File: src/hdl/prt_pkg.sv
`default_nettype none
package prt_pkg;

	localparam int TABLE_DEPTH = 64;
	localparam int IDX_W = $clog2(TABLE_DEPTH);
	localparam int CNT_W = $clog2(TABLE_DEPTH + 1);
	localparam int SRV_MAX = 127;

	localparam logic [1:0] OP_POLL = 2'd0;
	localparam logic [1:0] OP_ADD = 2'd1;
	localparam logic [1:0] OP_RESP = 2'd2;
	localparam logic [1:0] OP_CLEAR = 2'd3;

	localparam logic [1:0] KIND_SERVER = 2'd0;
	localparam logic [1:0] KIND_MASTER = 2'd1;
	localparam logic [1:0] KIND_BCAST = 2'd2;
	localparam logic [1:0] KIND_OTHER = 2'd3;

	localparam logic [1:0] PH_QUEUED = 2'd0;
	localparam logic [1:0] PH_QUERIED = 2'd1;
	localparam logic [1:0] PH_RESPONDED = 2'd2;
	localparam logic [1:0] PH_NORESP = 2'd3;

	localparam logic [1:0] REG_TIMEOUT = 2'd0;
	localparam logic [1:0] REG_MAX_ATT = 2'd1;
	localparam logic [1:0] REG_SPACING = 2'd2;

	localparam logic [15:0] TIMEOUT_RST = 16'd2000;
	localparam logic [3:0] MAX_ATT_RST = 4'd3;
	localparam logic [15:0] SPACING_RST = 16'd50;
	localparam logic [3:0] ATT_SAT = 4'd15;

	typedef struct packed {
		logic [1:0]  operation;
		logic [31:0] now_ms;
		logic [47:0] peer_addr;
		logic [1:0]  peer_kind;
		logic        header_ok;
	} in_t;

	typedef struct packed {
		logic        probe_sent;
		logic [1:0]  probe_kind;
		logic [47:0] probe_addr;
		logic        answered;
		logic [47:0] answered_addr;
		logic [31:0] round_trip_ms;
		logic        gave_up;
		logic        all_done;
		logic [6:0]  server_responses;
		logic        table_full;
	} out_t;

	typedef struct packed {
		logic [47:0] addr;
		logic [1:0]  kind;
		logic [1:0]  phase;
		logic [31:0] ptime;
		logic [3:0]  att;
	} entry_t;

	localparam int ENTRY_W = $bits(entry_t);

	typedef struct packed {
		logic load;
		logic rewind;
		logic rd_en;
		logic decide;
		logic stat;
	} ctl_cmd_t;

	typedef struct packed {
		logic scan_end;
	} dp_stat_t;

endpackage
`default_nettype wire

File: src/hdl/prt_ctrl.sv
`default_nettype none
module prt_ctrl (
	input  wire logic              clk,
	input  wire logic              arst_n,
	input  wire logic              start,
	input  wire prt_pkg::dp_stat_t st,
	output prt_pkg::ctl_cmd_t      cmd,
	output logic                   busy,
	output logic                   done
);
	import prt_pkg::*;

	typedef enum logic [4:0] {
		S_IDLE   = 5'b00001,
		S_SCAN   = 5'b00010,
		S_DECIDE = 5'b00100,
		S_STAT   = 5'b01000,
		S_FIN    = 5'b10000
	} state_t;

	state_t state_q, state_d;

	always_comb begin
		state_d = state_q;
		cmd = '0;
		case (state_q)
			S_IDLE: begin
				if (start) begin
					cmd.load = 1'b1;
					cmd.rewind = 1'b1;
					state_d = S_SCAN;
				end
			end
			S_SCAN: begin
				if (!st.scan_end) begin
					cmd.rd_en = 1'b1;
				end else begin
					state_d = S_DECIDE;
				end
			end
			S_DECIDE: begin
				cmd.decide = 1'b1;
				cmd.rewind = 1'b1;
				state_d = S_STAT;
			end
			S_STAT: begin
				cmd.stat = 1'b1;
				if (!st.scan_end) begin
					cmd.rd_en = 1'b1;
				end else begin
					state_d = S_FIN;
				end
			end
			S_FIN: begin
				state_d = S_IDLE;
			end
			default: begin
				state_d = S_IDLE;
			end
		endcase
	end

	always_ff @(posedge clk or negedge arst_n) begin
		if (!arst_n) begin
			state_q <= S_IDLE;
		end else begin
			state_q <= state_d;
		end
	end

	assign busy = (state_q != S_IDLE);
	assign done = (state_q == S_FIN);
endmodule
`default_nettype wire

File: config.mk
export PLATFORM = sky130hd
export DESIGN_NAME = prt_ctrl
export DESIGN_NICKNAME = d
export VERILOG_FILES = /design/src/hdl/prt_pkg.sv /design/src/hdl/prt_ctrl.sv
export SDC_FILE = /design/constraint.sdc
export NUM_CORES = 1
export LEC_CHECK = 0
export BUFFER_PORTS_ARGS = -buffer_cell sky130_fd_sc_hd__buf_2
export CAP_MARGIN = 20
export CORE_AREA = 8 8 45 47
export CTS_BUF_LIST = sky130_fd_sc_hd__clkbuf_8 sky130_fd_sc_hd__clkbuf_16
export DETAILED_ROUTE_END_ITERATION = 10
export DIE_AREA = 0 0 53 55
export PLACE_DENSITY = 0.48
export SLEW_MARGIN = 5
export SYNTH_ARGS = -nofsm -noshare
export SYNTH_HDL_FRONTEND = slang
export SYNTH_SLANG_ARGS = --single-unit
File: constraint.sdc
create_clock -name clk -period 3.1 [get_ports clk]
set_clock_uncertainty 0.05 [all_clocks]
set_input_delay 0.155 -clock clk [delete_from_list [all_inputs] [get_ports clk]]
set_output_delay 0.155 -clock clk [all_outputs]
set_load 0.02 [all_outputs]
==> results of run 1 <==
==> worst paths after layout <==
path	start	to	slack, ns	cells after the start
setup / recovery	state_q[2]$_DFFE_PN0P_	cmd[2]	1.36	3
min in group asynchronous	arst_n	state_q[4]$_DFFE_PN0P_	0.23	2
setup reg to reg	state_q[1]$_DFFE_PN0P_	state_q[4]$_DFFE_PN0P_	1.76	3
max in group asynchronous	arst_n	state_q[0]$_DFFE_PN1P_	2.56	2
hold reg to reg	state_q[4]$_DFFE_PN0P_	state_q[0]$_DFFE_PN1P_	0.58	2
hold / removal	st	state_q[4]$_DFFE_PN0P_	0.14	2
==> metrics by stage <==
step | area, µm² | total power, mW | hold slack [ns] | util, % | cells
2_1_floorplan | 332 | 0.224 | -0.191 | - | 37
3_3_place_gp | 385 | 0.267 | -0.0762 | 27.8 | 60
3_5_place_dp | 385 | 0.265 | -0.0776 | 27.8 | 60
4_1_cts | 440 | 0.387 | 0.143 | 31.8 | 65
5_1_grt | 440 | 0.410 | 0.154 | 31.8 | 65
6_report | 440 | 0.385 | 0.142 | 31.8 | 65
==> per-layer routing <==
| metal | track usage (%) | vias up | part of all wire, % | wire length, µm |
|---|---|---|---|---|
| met4 | 7.76 | 0 | 0 | 0 |
| met5 | 0 | - | 0 | 0 |
| li1 | - | 152 | - | - |
| met3 | 1.60 | 0 | 6.4 | 52 |
| met2 | 8.20 | 8 | 43 | 350 |
| met1 | 7.34 | 137 | 50 | 405 |
==> cell families after synthesis <==
family	after synthesis	share of synthesized area [%]
AO/OA/AOI/OAI	6	12.5
AND/OR/NAND/NOR	21	40.8
XOR/XNOR	1	2.64
flip-flops	5	38.1
buffers and inverters	4	6.03
==> layout make-up <==
type | instances | area, µm²
tap | 16 | 20.0
clock buffer | 3 | 41.3
sequential | 5 | 126
timing repair buffer | 11 | 60.1
clock inverter | 1 | 3.75
multi-input combinational | 28 | 185
fill | 149 | 943
inverter | 1 | 3.75
==> synthesized netlist by cell type (all sizes together) <==
cell     n
inv      1
and2     1
nand2    2
xnor2    1
or4      1
nand2b   2
nor3     2
nor2     4
or3      1
nor2b    3
and3     2
dfrtp    4
o21ai    1
a21oi    1
a31oi    1
a2111oi  1
nand3b   2
clkbuf   1
dfstp    1
a22oi    1
nor3b    1
a211o    1
buf      2
==> timing repair <==
item	in CTS	in global routing
hold buffers	1	0
hold endpoints to repair	5	0
buffers inserted	0	0
==> report_power, final <==
group / switching (mW) / internal (mW) / total (mW)
clock: 0.0326 / 0.0850 / 0.118
sequential: 0.0314 / 0.0856 / 0.117
combinational: 0.0826 / 0.0679 / 0.150
==> results.md, run 1 <==
- Status: completed
- RSZ-0062 raised after global routing: no
- Avg WL per Cell: 12.4 µm
- YS warnings: 0
- Post-place setup slack: 1.59 ns
- Slew @ Worst Pin: 0.336 ns
- Global route overflow: 0
- Fmax: 0.575 GHz
- ANT nets after route: 0
- Synth unique cells: 24
- Register area share after synthesis: a little under two fifths
- Height of the die: 55 µm
- TNS Setup: 0 ns
- Yosys top cell by area: dfrtp_1
- Gr usage total: around 6.2%
- CTS Root Cell: clkbuf_8
- Ant. Diodes: 0
- Nets: 54
- Port bufs: 10
- Initial Util: about a quarter
- Commonest cells after routing, fill and taps aside: buf_2 (10), nor2_1 (4), dfrtp_1 (4), nor2b_1 (3), clkbuf_8 (3)
- Core Region: 1380 µm²
- Crit-path max FO: 10
- Via/cell ratio: 4.57
- Tcrit/Tclk final: 56.1%
- Initial antenna violation count: 0
- Max-cap viol count: 0
- Final setup fails: 0
- WP buf/inv: 1
- Synth Cell Area: 332 µm²
- Top delay family on crit path: simple AND/OR/NAND/NOR gates
- Worst-path clk slew: around 0.040 ns
- Vias in the first global route: 295
- CTS tree: done
- Yosys reg bits: 5
- PwrDens: about 870 nW/µm²
- Crit Path Category: reg2out
- Avg Cell Area, Syn: 8.96 µm²
- Drt pass-1 iters: 4
- GPL Wtd Cong: 0.744
- Share of the synthesized area in the top cell type: 30.2%
- Most flops, register: state_q
- Crit path time final: 1.74 ns
- DP Wirelength: 600 µm
- Post-Syn Nets: 41
- PnR worst setup slack: ~1.4 ns
- Final Max Tran Viols: 0
- Final hold vios: 0
- Post-CTS resize count: 0
- CP Capture Type: output pin
- Max VDD drop: ~370 µV
- Slowest cell on crit path: or4_1
- Max FFs per register: 5
- Leading cell type in the layout, fill and taps excluded: buf_2
- IO Count: 11
- Maximum clock insertion buffer count: 2
- CP startpoint kind: flop
- H-tree levels: 1
- Slew margin rel.: ~77%
- CP Cell Sequence: or4_1, nor2_1, buf_2
- CP required: 2.89 ns
- Layout cells sized above 1: 32.7%
- P&R area growth vs syn: 32.8%
- # rows: 14
- DR vias: 297
- Initial DRC Count: 3
- Total wire length: 808 µm
- Drc violations: 0
- Hold/Removal Path Class: in2reg
- TritonCTS Sinks: 5
- Worst skew pair latency: 0.22 ns
- Largest stage delay, worst path: 0.56 ns
- Die area: 2920 µm²
- Cts bufs inserted: 3
- Largest net degree at the start of global routing: 11
- Post-synthesis cell count: 37
- First-pass GRT wire length: about 1300 µm
- Die width: 53 µm
- Critical Path AT: 1.53 ns
- Leak pwr: 0.205 nW
- Top Registers: state_q (5)
- Top post-synthesis cells by area: dfrtp_1 (30%), dfstp_2 (7.9%), nor2b_1 (5.7%), nor3b_4 (5.7%), nand3b_1 (4.5%)
Note: power is estimated with default switching activity, not from simulation.
==> run 2: changes to the inputs <==
Settings changed: ABC_AREA set to 1, PLACE_DENSITY 0.48 to 0.45.
Clock period 3.1 ns to 1.6 ns, I/O delays scaled along.
==> run 2 against run 1 <==
Synthesized area fell by 11%. Clock-buffer cell count did not move. Sequential share of layout area rose by 2.0 points. Global-route usage fell by 0.15 points. Worst hold slack got worse by 0.0091 ns. Sequential power rose by 78%. Combinational power rose by 140%. Sequential cell count did not move. Core utilization fell by 2.1 points. Cell count rose by 6.2%. Routed wire length fell by 11%. Critical endpoint is now cmd[3]. Largest cell class unchanged.
==> results.md, run 2 <==
- DR vias: 293 (-1.3%)
- Number of synthesized flops with an enable pin: 0 (unchanged)
- Largest net degree at the start of global routing: 9 (-2)
- Final hold vios: 0 (unchanged)
- Yosys reg bits: 5 (unchanged)
- Slowest cell on crit path: dfstp_2
- CP Cell Sequence: inv_1, nor2_2, nand3_2, o21ai_1, buf_2
- Max FFs per register: 5 (unchanged)
- Leading cell type in the layout, fill and taps excluded: buf_2
- Initial DRC Count: 4 (+1)
- Final Max Tran Viols: 0 (unchanged)
- Worst-path clk slew: 0.04 ns (about the same)
- Main flop type after synthesis: dfrtp_1
- Nets: 58 (+7.4%)
- Critical Path AT: 1.33 ns (-0.20 ns)
- ANT nets after route: 0 (unchanged)
- Synth Cell Area: 294 µm² (-11%)
- Hold path endpoint: state_q[1]$_DFFE_PN0P_
- RSZ-0062 raised after global routing: no
- Register area share after synthesis: 43.0% (+4.9 points)
- Leak pwr: 0.259 nW (+26%)
- Max-cap viol count: 0 (unchanged)
- CTS tree: done
- Port bufs: 10 (unchanged)
- Tcrit/Tclk final: 91.3%
- Count leader, synth: inv_1
- Top Registers: state_q (5)
- Share of the synthesized area in the top cell type: 34.0% (+3.9 points)
- Reg2reg end: state_q[2]$_DFFE_PN0P_
- Maximum clock insertion buffer count: 2 (unchanged)
- Core Region: 1380 µm² (unchanged)
- Post-Syn Nets: 43 (+4.9%)
- Commonest cells after routing, fill and taps aside: buf_2 (10), inv_1 (9), nor2_1 (6), nand2_1 (5)
- # rows: 14 (unchanged)
- WP buf/inv: 2 (+1)
- DP Area: 357 µm² (-7.5%)
- Total wire length: 722 µm (-11%)
- H-tree levels: 1 (unchanged)
- Reg2reg setup slack: 0.44 ns (-1.32 ns)
- CP Capture Type: output pin
- GPL Wtd Cong: 0.742 (-0.22%)
- R2R depth: 5 (+2)
- TritonCTS Sinks: 5 (unchanged)
- Max VDD drop: 618 µV (+67%)
- Switching part of the total power: 42.0% (+3.9 points)
- YS warnings: 0 (unchanged)
- Clock network fraction of total power: 28.7% (-1.8 points)
- Worst skew pair latency: 0.22 ns (about the same)
- PwrDens: 1910 nW/µm² (+120%)
- Avg WL per Cell: 10.5 µm (-16%)
- Worst r2r src: state_q[0]$_DFFE_PN1P_
- Hold/Removal Path Class: in2reg
- Avg Cell Area, Syn: 7.54 µm² (-16%)
- CTS Root Cell: clkbuf_8
- Comb power frac: 44.9% (+5.8 points)
- Slew @ Worst Pin: 0.243 ns (-0.0928 ns)
- Status: completed
- Psw: 0.330 mW (+130%)
- WHS Path Cells: 3 (+1)
- Flop pwr share: 26.4% (-4.0 points)
- Gr usage total: 6.09% (-0.15 points)
- Post-synthesis cell count: 39 (+5.4%)
- P&R area growth vs syn: 40.0%
- IO Count: 11 (unchanged)
- Fraction of registers with async set/reset: 100% (unchanged)
- DP Wirelength: 555 µm (-7.5%)
- Cell-internal power: 0.456 mW (+91%)
- Top delay family on crit path: flip-flops
- CP startpoint kind: flop
- Initial Util: 21.2% (-2.7 points)
- Largest stage delay, worst path: 0.54 ns (-0.02 ns)
- Crit-path max FO: 5 (-5)
- Hold Startpoint: start
- FILL cells: 165 (+11%)
- Synth unique cells: 11 (-54%)
- Drc violations: 0 (unchanged)
- Ant. Diodes: 0 (unchanged)
- Crit Path Category: reg2out
- Via/cell ratio: 4.25 (-7.1%)
- Yosys top cell by area: dfrtp_1
- Die area: 2920 µm² (unchanged)
- Cts bufs inserted: 3 (unchanged)
- Die width: 53 µm (unchanged)
- Design Area, Final: 412 µm² (-6.5%)
- Slew margin rel.: 83.8% (+6.3 points)
- First-pass GRT wire length: 1230 µm (-6.3%)
- Height of the die: 55 µm (unchanged)
- Global route overflow: 0 (unchanged)
- CP required: 1.47 ns (-1.42 ns)
- Crit path time final: 1.46 ns
- Drt pass-1 iters: 2 (-2)
- Most frequent cells after synthesis: inv_1 (8), nor2_1 (6), nand2_1 (5)
- Top post-synthesis cells by area: dfrtp_1 (34%), inv_1 (10%), dfstp_2 (8.9%), nand4_1 (8.5%), nor2_1 (7.7%)
- Final setup fails: 0 (unchanged)
- Most flops, register: state_q
- Fmax: 0.685 GHz
- Crit path from: state_q[0]$_DFFE_PN1P_
- Initial antenna violation count: 0 (unchanged)
- Vias in the first global route: 294 (-0.34%)
- TNS Setup: 0 ns (unchanged)
- Layout cells sized above 1: 35.8% (+3.2 points)
==> run 2: cell types whose count changed after synthesis, moves of 3 or more <==
| cell | before | now |
|---|---|---|
| inv_1 | 1 | 8 |
| nand2_1 | 2 | 5 |
| nand4_1 | 0 | 4 |
| nor2_2 | 0 | 3 |
| nor2b_1 | 3 | 0 |
| o21ai_1 | 0 | 3 |
==> run 2: worst max-delay path by stage <==
stage | to | cells after the start
after global placement | cmd[3] | 4
after floorplan | cmd[3] | 4
after global routing | cmd[3] | 4
after detailed placement | cmd[3] | 5
final | cmd[3] | 5
after CTS | cmd[3] | 5
==> run 2: routing by layer <==
metal / part of all wire, % / vias up / GRT usage [%]
li1: - / 151 / -
met1: 42 / 130 / 5.99
met2: 45 / 7 / 8.59
met3: 9.1 / 5 / 4.28
met4: 2.9 / 0 / 5.17
met5: 0 / - / 0
==> run 2: stage by stage <==
stage / power, mW / cells / utilization [%] / hold WS, ns / worst slack (ns)
after global placement: 0.566 / 64 / 25.8 / -0.149 / 0.379
final: 0.786 / 69 / 29.7 / 0.133 / 0.139
after detailed placement: 0.564 / 64 / 25.8 / -0.150 / 0.368
after global routing: 0.865 / 69 / 29.7 / 0.165 / 0.00166
after floorplan: 0.469 / 39 / - / -0.266 / 0.247
after CTS: 0.801 / 69 / 29.7 / 0.128 / 0.120
==> run 2: power groups by stage <==
stage,registers [mW],clock network [mW],logic [mW]
after floorplan,0.204,0,0.266
after global placement,0.207,0,0.359
after detailed placement,0.210,0,0.354
after CTS,0.208,0.235,0.358
after global routing,0.214,0.249,0.402
final,0.208,0.225,0.353
==> run 2: what timing repair did <==
action | 4_1_cts | 5_1_grt
hold endpoints to repair | 5 | 0
buffers inserted | 0 | 0
hold buffers | 1 | 0
gates resized for setup | 0 | 0
==> run 2: logic make-up after synthesis <==
kind of cell	Yosys count	synth area share, %
and+or+nand+nor	22	39.1
AOI/OAI and AO/OA	3	5.10
buffers and inverters	9	12.8
DFF	5	43.0
==> run 2: final cells by class <==
class	instances	area, µm²	share of cell area (%)
timing repair buffer	11	60.1	14.6
sequential	5	126	30.7
inverter	8	30.0	7.29
clock inverter	1	3.75	0.912
tap	16	20.0	4.86
multi-input combinational	25	130	31.6
clock buffer	3	41.3	10.0
==> run 2: worst register-to-register path, stage by stage (launching register included) <==
cell	delay, ns
dfstp_2	0.54
inv_1	0.05
nor2_2	0.10
nand4_1	0.14
nand3_2	0.12
nor2_1	0.04
==> run 3: changes to the inputs <==
Settings changed: ABC_AREA 1 to unset, CAP_MARGIN 20 to unset, PLACE_DENSITY 0.45 to 0.48.
==> run 3 against run 2 <==
Combinational power grew 4%. Global-route usage up 0.54 points. Clock-buffer cell count stayed put. Maximum frequency decreased by 5.5%. Sequential cell count unchanged. Worst hold slack worse by 0.067 ns. Cell area rose by 20%. Non-clock buffer count up 4.
==> results.md, run 3 (synthesis results as in run 1) <==
- Commonest cells after routing, fill and taps aside: buf_2 (8), buf_4 (5), nor2_1 (4), clkbuf_8 (3)
- Top Registers: state_q (5)
- Leading cell type in the layout, fill and taps excluded: buf_2
- Crit Path Category: reg2out
- Avg WL per Cell: 11.8 µm (+13%)
- Crit path time final: 1.55 ns (+0.0847 ns)
- Critical Path AT: 1.42 ns (+0.09 ns)
- Worst r2r src: state_q[4]$_DFFE_PN0P_
- Drc violations: 0 (unchanged)
- Die width: 53 µm (unchanged)
- Slew margin rel.: 78.9% (-4.8 points)
- Vias in the first global route: 343 (+17%)
- Initial DRC Count: 9 (+5)
- DP Wirelength: 644 µm (+16%)
- Most flops, register: state_q
- WHS Path Cells: 2 (-1)
- Fmax: 0.647 GHz (-5.5%)
- Final setup fails: 0 (unchanged)
- R2R depth: 3 (-2)
- Total wire length: 815 µm (+13%)
- # rows: 14 (unchanged)
- Initial Util: 24.0% (+2.7 points)
- GPL Wtd Cong: 0.767 (+3.4%)
- Port bufs: 10 (unchanged)
- CP required: 1.47 ns (about the same)
- Worst skew pair latency: 0.21 ns (about the same)
- Reg2reg setup slack: 0.30 ns (-0.14 ns)
- Hold/Removal Path Class: in2reg
- CP startpoint kind: flop
- Max VDD drop: 502 µV (-19%)
- Hold path endpoint: state_q[4]$_DFFE_PN0P_
- Status: completed
- TritonCTS Sinks: 5 (unchanged)
- Tcrit/Tclk final: 96.6% (+5.3 points)
- Global route overflow: 0 (unchanged)
- PwrDens: 1600 nW/µm² (-16%)
- ANT nets after route: 0 (unchanged)
- CTS Root Cell: clkbuf_8
- Ant. Diodes: 0 (unchanged)
- Maximum clock insertion buffer count: 2 (unchanged)
- Worst-path clk slew: 0.04 ns (about the same)
- IO Count: 11 (unchanged)
- CP Capture Type: output pin
- Core Region: 1380 µm² (unchanged)
- TNS Setup: 0 ns (unchanged)
- Max-cap viol count: 0 (unchanged)
- Design Area, Final: 495 µm² (+20%)
- Max FFs per register: 5 (unchanged)
- H-tree levels: 1 (unchanged)
- Die area: 2920 µm² (unchanged)
- DR vias: 316 (+7.8%)
- Gr usage total: 6.63% (+0.54 points)
- Nets: 58 (unchanged)
- CTS tree: done
- Layout cells sized above 1: 47.2% (+11 points)
- First-pass GRT wire length: 1500 µm (+22%)
- DP Area: 407 µm² (+14%)
- Reg2reg end: state_q[4]$_DFFE_PN0P_
- Initial antenna violation count: 0 (unchanged)
- Final hold vios: 0 (unchanged)
- Largest net degree at the start of global routing: 9 (unchanged)
- Leak pwr: 0.228 nW (-12%)
- Drt pass-1 iters: 4 (+2)
- Cts bufs inserted: 3 (unchanged)
- RSZ-0062 raised after global routing: no
- Slew @ Worst Pin: 0.316 ns (+0.0725 ns)
- FILL cells: 149 (-9.7%)
- Final Max Tran Viols: 0 (unchanged)
- Via/cell ratio: 4.58 (+7.8%)
- Crit-path max FO: 5 (unchanged)
- Hold Startpoint: st
- P&R area growth vs syn: 49.4%
- Height of the die: 55 µm (unchanged)
run 3: cell types whose count changed in the layout (fill, tap and decap cells not counted), moves of 3 or more:
cell | previous run | this run
inv_1 | 9 | 2
nand2_1 | 5 | 2
nor2_2 | 3 | 0
buf_4 | 0 | 5
o21ai_1 | 3 | 0
nand4_1 | 4 | 0
run 3: worst max-delay path by stage:
| stage | cells past startpoint | start | slack [ns] | end |
|---|---|---|---|---|
| 2_1_floorplan | 3 | state_q[2]$_DFFE_PN0P_ | 0.15 | cmd[2] |
| 3_3_place_gp | 3 | state_q[2]$_DFFE_PN0P_ | 0.22 | cmd[2] |
| 3_5_place_dp | 3 | state_q[2]$_DFFE_PN0P_ | 0.25 | cmd[2] |
| 4_1_cts | 3 | state_q[2]$_DFFE_PN0P_ | 0.01 | cmd[2] |
| 5_1_grt | 3 | state_q[4]$_DFFE_PN0P_ | 0.008 | cmd[0] |
| 6_report | 3 | state_q[2]$_DFFE_PN0P_ | 0.05 | cmd[2] |
run 3: report_power, final:
group          internal [mW]  switching, mW
Combinational          0.175          0.191
Clock                  0.164         0.0563
Sequential             0.167         0.0367
run 3: layer usage:
layer	part of all wire, %	wire length (µm)	global-route usage (%)	up-vias
li1	-	-	-	163
met1	46	374	7.96	145
met5	0	0	0	-
met3	4.7	38	2.14	0
met2	49	402	10.7	8
met4	0	0	2.59	0
run 3: critical path, stage by stage (launching register included):
cell and delay, ns:
dfrtp_2 0.43, or4_1 0.52, nor2_1 0.11, buf_4 0.14
run 3: cell type report:
class | count | area [µm²] | share of cell area, %
Clock inverter | 1 | 3.75 | 0.758
Inverter | 1 | 3.75 | 0.758
Tap cell | 16 | 20.0 | 4.04
Sequential cell | 5 | 129 | 26.0
Multi-Input combinational cell | 28 | 199 | 40.2
Timing Repair Buffer | 15 | 98.8 | 19.9
Clock buffer | 3 | 41.3 | 8.33
run 3: timing repair:
item	in CTS	in global routing
resized for setup	0	7
hold buffers	1	0
setup endpoints to repair	0	3
setup buffers	0	2
endpoints found under the hold margin	5	0
run 3: metrics by stage:
step | hold WS [ns] | setup slack (ns) | power, mW | instances | util, %
after detailed placement | -0.153 | 0.253 | 0.552 | 62 | 29.4
after CTS | 0.0685 | 0.0133 | 0.782 | 67 | 33.4
after floorplan | -0.266 | 0.152 | 0.447 | 37 | -
final | 0.0661 | 0.0545 | 0.790 | 69 | 35.8
after global routing | 0.0784 | 0.00813 | 0.851 | 69 | 35.8
after global placement | -0.152 | 0.223 | 0.554 | 62 | 29.4
